--- src/design/agsc_pkg.sv ---
package agsc_pkg;

  // fixed number formats
  localparam int FRAC_BITS        = 8;
  localparam int MAX_TILE_SHIFT   = 8;
  localparam int CW               = 32;
  localparam int SHIFT_W          = 5;
  localparam int STEP_SHIFT       = 6;
  localparam int FRAC_SCALE_SHIFT = 8;
  localparam int CFG_IDX_W        = 2;
  localparam int CFG_DATA_W       = 10;
  localparam int OB_W             = 80;

  localparam logic signed [CW-1:0] COORD_MAX = 32'sd8388607;
  localparam logic signed [CW-1:0] COORD_MIN = -32'sd8388608;

  typedef enum logic [1:0] {
    OP_TILE  = 2'd0,
    OP_OBST  = 2'd1,
    OP_COUNT = 2'd2,
    OP_MOVE  = 2'd3
  } op_e;

  typedef enum logic [1:0] {
    CFG_TILE_SHIFT  = 2'd0,
    CFG_ASSIST_EN   = 2'd1,
    CFG_ASSIST_FRAC = 2'd2
  } cfg_e;

  // probe steps of one move
  typedef enum logic [7:0] {
    S_RX  = 8'b0000_0001,
    S_RY  = 8'b0000_0010,
    S_A1  = 8'b0000_0100,
    S_A2  = 8'b0000_1000,
    S_PY  = 8'b0001_0000,
    S_PX2 = 8'b0010_0000,
    S_PX  = 8'b0100_0000,
    S_PY2 = 8'b1000_0000
  } step_e;

  typedef struct packed {
    logic [1:0]         opcode;
    logic signed [23:0] box_x;
    logic signed [23:0] box_y;
    logic [15:0]        box_w;
    logic [15:0]        box_h;
    logic signed [15:0] move_dx;
    logic signed [15:0] move_dy;
    logic [11:0]        cell_index;
    logic               cell_blocked;
    logic [3:0]         obstacle_slot;
    logic [4:0]         obstacle_count_in;
  } in_item_t;

  typedef struct packed {
    logic signed [23:0] new_x;
    logic signed [23:0] new_y;
    logic               hit_x;
    logic               hit_y;
  } out_item_t;

  typedef struct packed {
    logic  accept;
    logic  clear;
    logic  setup;
    logic  ginit;
    logic  gbase;
    logic  grid_hit;
    logic  cell_next;
    logic  ob_start;
    logic  ob_next;
    logic  ob_chk;
    logic  commit;
    logic  push_next;
    logic  load_out;
    step_e step;
  } cmd_t;

  typedef struct packed {
    logic clr_last;
    logic dzero;
    logic empty;
    logic outside;
    logic cell_blk;
    logic cell_last;
    logic ob_none;
    logic ob_last;
    logic hit;
    logic assist_go;
    logic neg;
    logic horiz;
  } sts_t;

  // clamp to the signed 24 bit coordinate range
  function automatic logic signed [23:0] sat24(input logic signed [CW-1:0] v);
    logic signed [CW-1:0] r;
    if (v > COORD_MAX) begin
      r = COORD_MAX;
    end else if (v < COORD_MIN) begin
      r = COORD_MIN;
    end else begin
      r = v;
    end
    return r[23:0];
  endfunction

endpackage

--- src/design/agsc_ctrl.sv ---
module agsc_ctrl (
  input  logic          clk_i,
  input  logic          rst_ni,
  input  logic          in_valid_i,
  output logic          in_ready_o,
  input  logic [1:0]    op_i,
  output logic          out_valid_o,
  input  logic          out_ready_i,
  input  agsc_pkg::sts_t sts_i,
  output agsc_pkg::cmd_t cmd_o
);
  import agsc_pkg::*;

  typedef enum logic [11:0] {
    ST_CLEAR  = 12'b0000_0000_0001,
    ST_IDLE   = 12'b0000_0000_0010,
    ST_SETUP  = 12'b0000_0000_0100,
    ST_GINIT  = 12'b0000_0000_1000,
    ST_GBASE  = 12'b0000_0001_0000,
    ST_GRD    = 12'b0000_0010_0000,
    ST_GCK    = 12'b0000_0100_0000,
    ST_ORD    = 12'b0000_1000_0000,
    ST_OCK    = 12'b0001_0000_0000,
    ST_NEXT   = 12'b0010_0000_0000,
    ST_ASSIST = 12'b0100_0000_0000,
    ST_DONE   = 12'b1000_0000_0000
  } state_e;

  state_e state_q, state_d;
  step_e  step_q, step_d;
  logic   out_valid_q, out_valid_d;
  cmd_t   cmd;

  // sequencer
  always_comb begin
    state_d     = state_q;
    step_d      = step_q;
    cmd         = '0;
    cmd.step    = step_q;
    out_valid_d = out_valid_q & ~out_ready_i;
    unique case (state_q)
      ST_CLEAR: begin
        cmd.clear = 1'b1;
        if (sts_i.clr_last) begin
          state_d = ST_IDLE;
        end
      end
      ST_IDLE: begin
        if (in_valid_i) begin
          cmd.accept = 1'b1;
          if (op_e'(op_i) == OP_MOVE) begin
            step_d  = S_RX;
            state_d = ST_SETUP;
          end
        end
      end
      ST_SETUP: begin
        cmd.setup = 1'b1;
        state_d   = sts_i.dzero ? ST_NEXT : ST_GINIT;
      end
      ST_GINIT: begin
        cmd.ginit = 1'b1;
        state_d   = ST_GBASE;
      end
      ST_GBASE: begin
        if (sts_i.empty || sts_i.outside) begin
          cmd.grid_hit = sts_i.outside & ~sts_i.empty;
          cmd.ob_start = 1'b1;
          state_d      = sts_i.ob_none ? ST_NEXT : ST_ORD;
        end else begin
          cmd.gbase = 1'b1;
          state_d   = ST_GRD;
        end
      end
      ST_GRD: begin
        state_d = ST_GCK;
      end
      ST_GCK: begin
        if (sts_i.cell_blk || sts_i.cell_last) begin
          cmd.grid_hit = sts_i.cell_blk;
          cmd.ob_start = 1'b1;
          state_d      = sts_i.ob_none ? ST_NEXT : ST_ORD;
        end else begin
          cmd.cell_next = 1'b1;
          state_d       = ST_GRD;
        end
      end
      ST_ORD: begin
        state_d = ST_OCK;
      end
      ST_OCK: begin
        cmd.ob_chk = 1'b1;
        if (sts_i.ob_last) begin
          state_d = ST_NEXT;
        end else begin
          cmd.ob_next = 1'b1;
          state_d     = ST_ORD;
        end
      end
      ST_NEXT: begin
        cmd.commit = 1'b1;
        unique case (step_q)
          S_RX: begin
            step_d  = S_RY;
            state_d = ST_SETUP;
          end
          S_RY: begin
            state_d = ST_ASSIST;
          end
          S_A1, S_A2: begin
            if (!sts_i.hit && step_q == S_A1) begin
              step_d  = S_A2;
              state_d = ST_SETUP;
            end else if (!sts_i.hit) begin
              step_d  = sts_i.horiz ? S_PY : S_PX;
              state_d = ST_SETUP;
            end else begin
              // push failed: try the other sign, then a larger push
              cmd.push_next = 1'b1;
              if (sts_i.neg) begin
                state_d = ST_ASSIST;
              end else begin
                step_d  = S_A1;
                state_d = ST_SETUP;
              end
            end
          end
          S_PY: begin
            step_d  = S_PX2;
            state_d = ST_SETUP;
          end
          S_PX: begin
            step_d  = S_PY2;
            state_d = ST_SETUP;
          end
          default: begin
            state_d = ST_DONE;
          end
        endcase
      end
      ST_ASSIST: begin
        if (sts_i.assist_go) begin
          step_d  = S_A1;
          state_d = ST_SETUP;
        end else begin
          state_d = ST_DONE;
        end
      end
      ST_DONE: begin
        if (!out_valid_q || out_ready_i) begin
          cmd.load_out = 1'b1;
          out_valid_d  = 1'b1;
          state_d      = ST_IDLE;
        end
      end
      default: begin
        state_d = ST_IDLE;
      end
    endcase
  end

  // state registers
  always_ff @(posedge clk_i or negedge rst_ni) begin
    if (!rst_ni) begin
      state_q     <= ST_CLEAR;
      step_q      <= S_RX;
      out_valid_q <= 1'b0;
    end else begin
      state_q     <= state_d;
      step_q      <= step_d;
      out_valid_q <= out_valid_d;
    end
  end

  assign in_ready_o  = (state_q == ST_IDLE);
  assign out_valid_o = out_valid_q;
  assign cmd_o       = cmd;

endmodule

--- config.mk ---
export PLATFORM = sky130hd
export DESIGN_NAME = agsc_ctrl
export DESIGN_NICKNAME = d
export VERILOG_FILES = /design/src/design/agsc_pkg.sv /design/src/design/agsc_ctrl.sv
export SDC_FILE = /design/constraint.sdc
export NUM_CORES = 1
export LEC_CHECK = 0
export ABC_AREA = 1
export BUFFER_PORTS_ARGS = -buffer_cell sky130_fd_sc_hd__buf_2
export CORE_MARGIN = 4
export CORE_UTILIZATION = 30
export DETAILED_ROUTE_END_ITERATION = 8
export PLACE_DENSITY = 0.48
export SYNTH_ARGS = -nofsm -noshare
export SYNTH_HDL_FRONTEND = slang
export SYNTH_SLANG_ARGS = --single-unit
--- constraint.sdc ---
create_clock -name clk_i -period 5.2 [get_ports clk_i]
set_clock_uncertainty 0.2 [all_clocks]
set_input_delay 0.52 -clock clk_i [delete_from_list [all_inputs] [get_ports clk_i]]
set_output_delay 0.52 -clock clk_i [all_outputs]
set_load 0.005 [all_outputs]
# Word level (Yosys, flattened, before mapping)
# Cells that the tools add are included.
dict set report classes {
  eq_ne 26
  muxes 49
  n_bitwise 4
  reduce_logical 11
}
# op n
set op_table {}
lappend op_table {{one-hot mux 12 bit (12 select lines)} 1}
lappend op_table {{2-to-1 mux 12 bit} 7}
lappend op_table {{2-to-1 mux 10 bit} 5}
lappend op_table {{2-to-1 mux 8 bit} 6}
lappend op_table {{one-hot mux 12 bit (3 select lines)} 1}
lappend op_table {{one-hot mux 8 bit (4 select lines)} 1}
lappend op_table {{one-hot mux 8 bit (3 select lines)} 1}
lappend op_table {{2-to-1 mux 1 bit} 21}
lappend op_table {{== test 12 x 1 -> 1 bit, second input constant} 1}
lappend op_table {{== test 12 x 10 -> 1 bit, second input constant} 1}
lappend op_table {{== test 12 x 11 -> 1 bit, second input constant} 1}
lappend op_table {{== test 12 bit, second input constant} 1}
lappend op_table {{== test 12 x 2 -> 1 bit, second input constant} 1}
lappend op_table {{== test 12 x 3 -> 1 bit, second input constant} 1}
lappend op_table {{== test 12 x 4 -> 1 bit, second input constant} 1}
lappend op_table {{== test 12 x 5 -> 1 bit, second input constant} 1}
lappend op_table {{== test 12 x 6 -> 1 bit, second input constant} 1}
lappend op_table {{== test 12 x 7 -> 1 bit, second input constant} 1}
lappend op_table {{== test 12 x 8 -> 1 bit, second input constant} 1}
lappend op_table {{== test 12 x 9 -> 1 bit, second input constant} 1}
lappend op_table {{2-to-1 mux 11 bit} 1}
lappend op_table {{== test 8 x 1 -> 1 bit, second input constant} 1}
lappend op_table {{== test 8 x 2 -> 1 bit, second input constant} 1}
lappend op_table {{== test 8 x 3 -> 1 bit, second input constant} 1}
lappend op_table {{other kinds (21)} 31}
dict set report totals {
  reg_bits 21
  in_bits 18
  output_inout_bits 23
  wordCells 93
}

# Depth between registers and ports, before layout
dict set report depth {
  ltp_word 5
  mapped_depth 11
  depth_no_buf 11
}

# Worst setup path after synthesis
# OpenSTA, ideal clock, no wires.
dict set report synth_timing {
  path_type {register to output}
  startpoint {register state_q[3]}
  endpoint {output cmd_o[15] (netlist name)}
  arrival_ps 1233
  t_required_ps 4480
  setup_slack_ps 3247
  stages_incl_launch_ff 6
  n_path_buf 0
  cell_sequence {dfrtp_1 > nor2_1 > nand2_2 > nor2_2 > nand3_1 > o31ai_1}
}
# element line
set synth_lines {}
lappend synth_lines {{from (decl)} agsc_ctrl.sv:29} ;# state_e state_q, state_d;
lappend synth_lines {{from (signal assigned)} agsc_ctrl.sv:169} ;# state_q <= state_d;
lappend synth_lines {{to (decl)} agsc_ctrl.sv:10} ;# output agsc_pkg::cmd_t cmd_o

==> results.json <==
{
  "outcome": "finished with violations",
  "violations": "negative hold slack",
  "leakagePower_uw": 0.0009989,
  "ctsResizeCount": 0,
  "power.density_mw_per_mm2": 348.5,
  "ctsHoldBuffers": 0,
  "diodes": 0,
  "crit_required_ps": 4480,
  "p_int_uw": 342.8,
  "cp.arrival_ps": 1730,
  "switching_share_pct": 45.09,
  "seq_power_share_pct": 32.2,
  "crit_path_max_fanout": 6,
  "async_flop_share_pct": 100.0,
  "fp.dieH_um": 77.74,
  "port_buffers": 40,
  "finalHoldViolCount": 8,
  "crit_path_start_kind": "flip-flop",
  "final_core_util_pct": 37.93,
  "clkTransAtPathRegs_ps": 90,
  "routedWlPerCell_um": 11.39,
  "rrSetupSlack_ps": 3330,
  "p_clk_share_pct": 18.1,
  "grt_usage_pct": 12.80,
  "clock_latency_ps": 270,
  "yosys_warnings": 0,
  "finalCritPeriodShare_pct": 47.11,
  "worst_pin_slew_ps": 466.9,
  "path_cells": "nor2_1 -> nand2_2 -> nor2_2 -> nand3_1 -> o31ai_1 -> buf_2",
  "r2r_end": "step_q[2]",
  "firstDrtPassIters": 4,
  "syn2layout_area_growth_pct": 22.81,
  "yosysSeqAreaShare_pct": 36.19,
  "max_freq_mhz": 408.2,
  "rsz0062_at_grt": "false",
  "cts_sinks": 21,
  "grt_max_degree": 22,
  "die_area_mm2": 0.006043,
  "crit_path_top_delay_cell": "dfrtp_1",
  "antenna_left": 0,
  "grt_remaining_overflow": 0,
  "fin_nets": 272,
  "ir_drop_v": 0.0001801,
  "cts_buffer_depth": 2,
  "drc": 0,
  "syn_inst": 209,
  "wl_um": 3645,
  "reg2reg_depth": 8,
  "synth_cell_types": 30,
  "syn_avg_cell_area_um2": 6.980,
  "cts_root_buffer": "clkbuf_8",
  "num_rows": 25,
  "hold_path.class": "primary input to async pin",
  "crit_type": "flip-flop to primary output",
  "drv_cap": 0,
  "setup_viol": 0,
  "whs_ps": -3.797,
  "slew_viol_final": 0,
  "antenna_found_initial": 0,
  "synth.area.top_cells": "dfrtp_1, nand2_1, inv_1",
  "synth_top_area_share_pct": 32.59,
  "fin_crit_ps": 2450,
  "setup-tns-final_ps": 0,
  "critPathCaptureType": "primary output",
  "cts_max_level": 1,
  "synth_area_mm2": 0.001459,
  "synth-main-ff-cell": "dfrtp_1",
  "cp_slowest_stage_delay_ps": 400,
  "grt_pass1_wl_um": 6189,
  "fp.coreArea_mm2": 0.004723,
  "cts_made_buffers": 3,
  "synth-edff-count": 0,
  "drt_iter0_drc": 39,
  "vias": 1439,
  "gp_congestion": 0.8022,
  "drive_gt1_share_pct": 28.06,
  "dp_hpwl_um": 3052,
  "relSlewSlack_pct": 68.88,
  "grt_pass1_vias": 1373,
  "cts_setup_buffers": 0,
  "pin_count": 41,
  "cts_tree": "built",
  "r2r_start": "step_q[1]",
  "ys_ff_latch": 21,
  "start_util_pct": 30.89,
  "die_x_um": 77.74,
  "p_switching_uw": 281.5,
  "combPwrFrac_pct": 49.8,
  "viasPerCell": 4.497,
  "synth_area_leader_cell": "dfrtp_1",
  "syn_nets": 227
}
[layer usage]
layer / vias up / part of all wire [%] / global-route usage, %
li1: 747 / - / -
met1: 656 / 44 / 16.16
met2: 34 / 49 / 21.92
met3: 2 / 5.5 / 3.248
met4: 0 / 0.69 / 2.669
met5: - / 0 / 0
[logic make-up after synthesis]
| kind of cell | share of synthesized area (%) |
|---|---|
| simple gates | 46.31 |
| buf+inv | 10.81 |
| flops | 36.19 |
| compound gates | 6.690 |
[how the worst max path moves through the flow]
| stage | slack, ps | from | end |
|---|---|---|---|
| after global routing | 2550 | state_q[3] | cmd_o[15] |
| after floorplan | 3250 | state_q[3] | cmd_o[15] |
| after detailed placement | 3020 | state_q[3] | cmd_o[15] |
| after CTS | 2730 | state_q[3] | cmd_o[15] |
| final | 2750 | state_q[3] | cmd_o[15] |
| after global placement | 3040 | state_q[3] | cmd_o[15] |
[layout make-up]
class                      count  area, um^2
clock inverter                 1       7.507
timing repair buffer          40       200.2
sequential                    21       528.0
fill                         529        2932
inverter                      42       157.7
tap                           67       83.83
clock buffer                   3       41.29
multi-input combinational    146       773.2
[layout by cell type (no fill, tap or decap), types with 3 or more instances in the layout]
master    synthesis  layout
clkbuf_8          0       3
nor3_1            4       4
nor2_1           29      29
nor2_2            7       7
nand4_1           8       8
nand2_1          47      47
dfrtp_1          19      19
nand3_1          20      20
o21ai_1           4       4
inv_1            37      37
buf_2             0      40
inv_2             5       5
[stage by stage]
| step | std cells | total power (uW) | area, um^2 | setup WS, ps | hold WS, ps |
|---|---|---|---|---|---|
| floorplan | 209 | 430.0 | 1459 | 3247 | 24.41 |
| global placement | 316 | 519.5 | 1743 | 3044 | 280.1 |
| detailed placement | 316 | 517.6 | 1743 | 3020 | 279.3 |
| CTS | 320 | 632.6 | 1792 | 2727 | 19.80 |
| global route | 320 | 681.5 | 1792 | 2548 | 42.12 |
| finish | 320 | 624.4 | 1792 | 2750 | -3.797 |
[critical path, delay by kind of cell, from the launching register on]
family | cells | cell delay [ps]
buffers and inverters | 1 | 150
DFF | 1 | 400
AOI/OAI and AO/OA | 1 | 240
and+or+nand+nor | 4 | 690
[synthesized netlist by cell type, drive strengths merged (2+ instances only)]
cell type / n
o22ai: 3
nand4: 8
nor3: 4
o21ai: 6
dfstp: 2
a21oi: 2
nand3: 23
and3: 2
nor2: 40
nand2: 51
inv: 42
dfrtp: 19
[power by group through the flow]
stage	clock [uW]	combinational, uW	sequential, uW
2_1_floorplan	0	227	203
3_3_place_gp	0	314	205
3_5_place_dp	0	313	205
4_1_cts	116	316	201
5_1_grt	127	351	204
6_report	113	311	201
[state kept, by name, summed over array words and instances, names as in the netlist]
signal	cells
state_q	12
step_q	8
out_valid_o	1
Note: power is estimated with default switching activity, not from simulation.
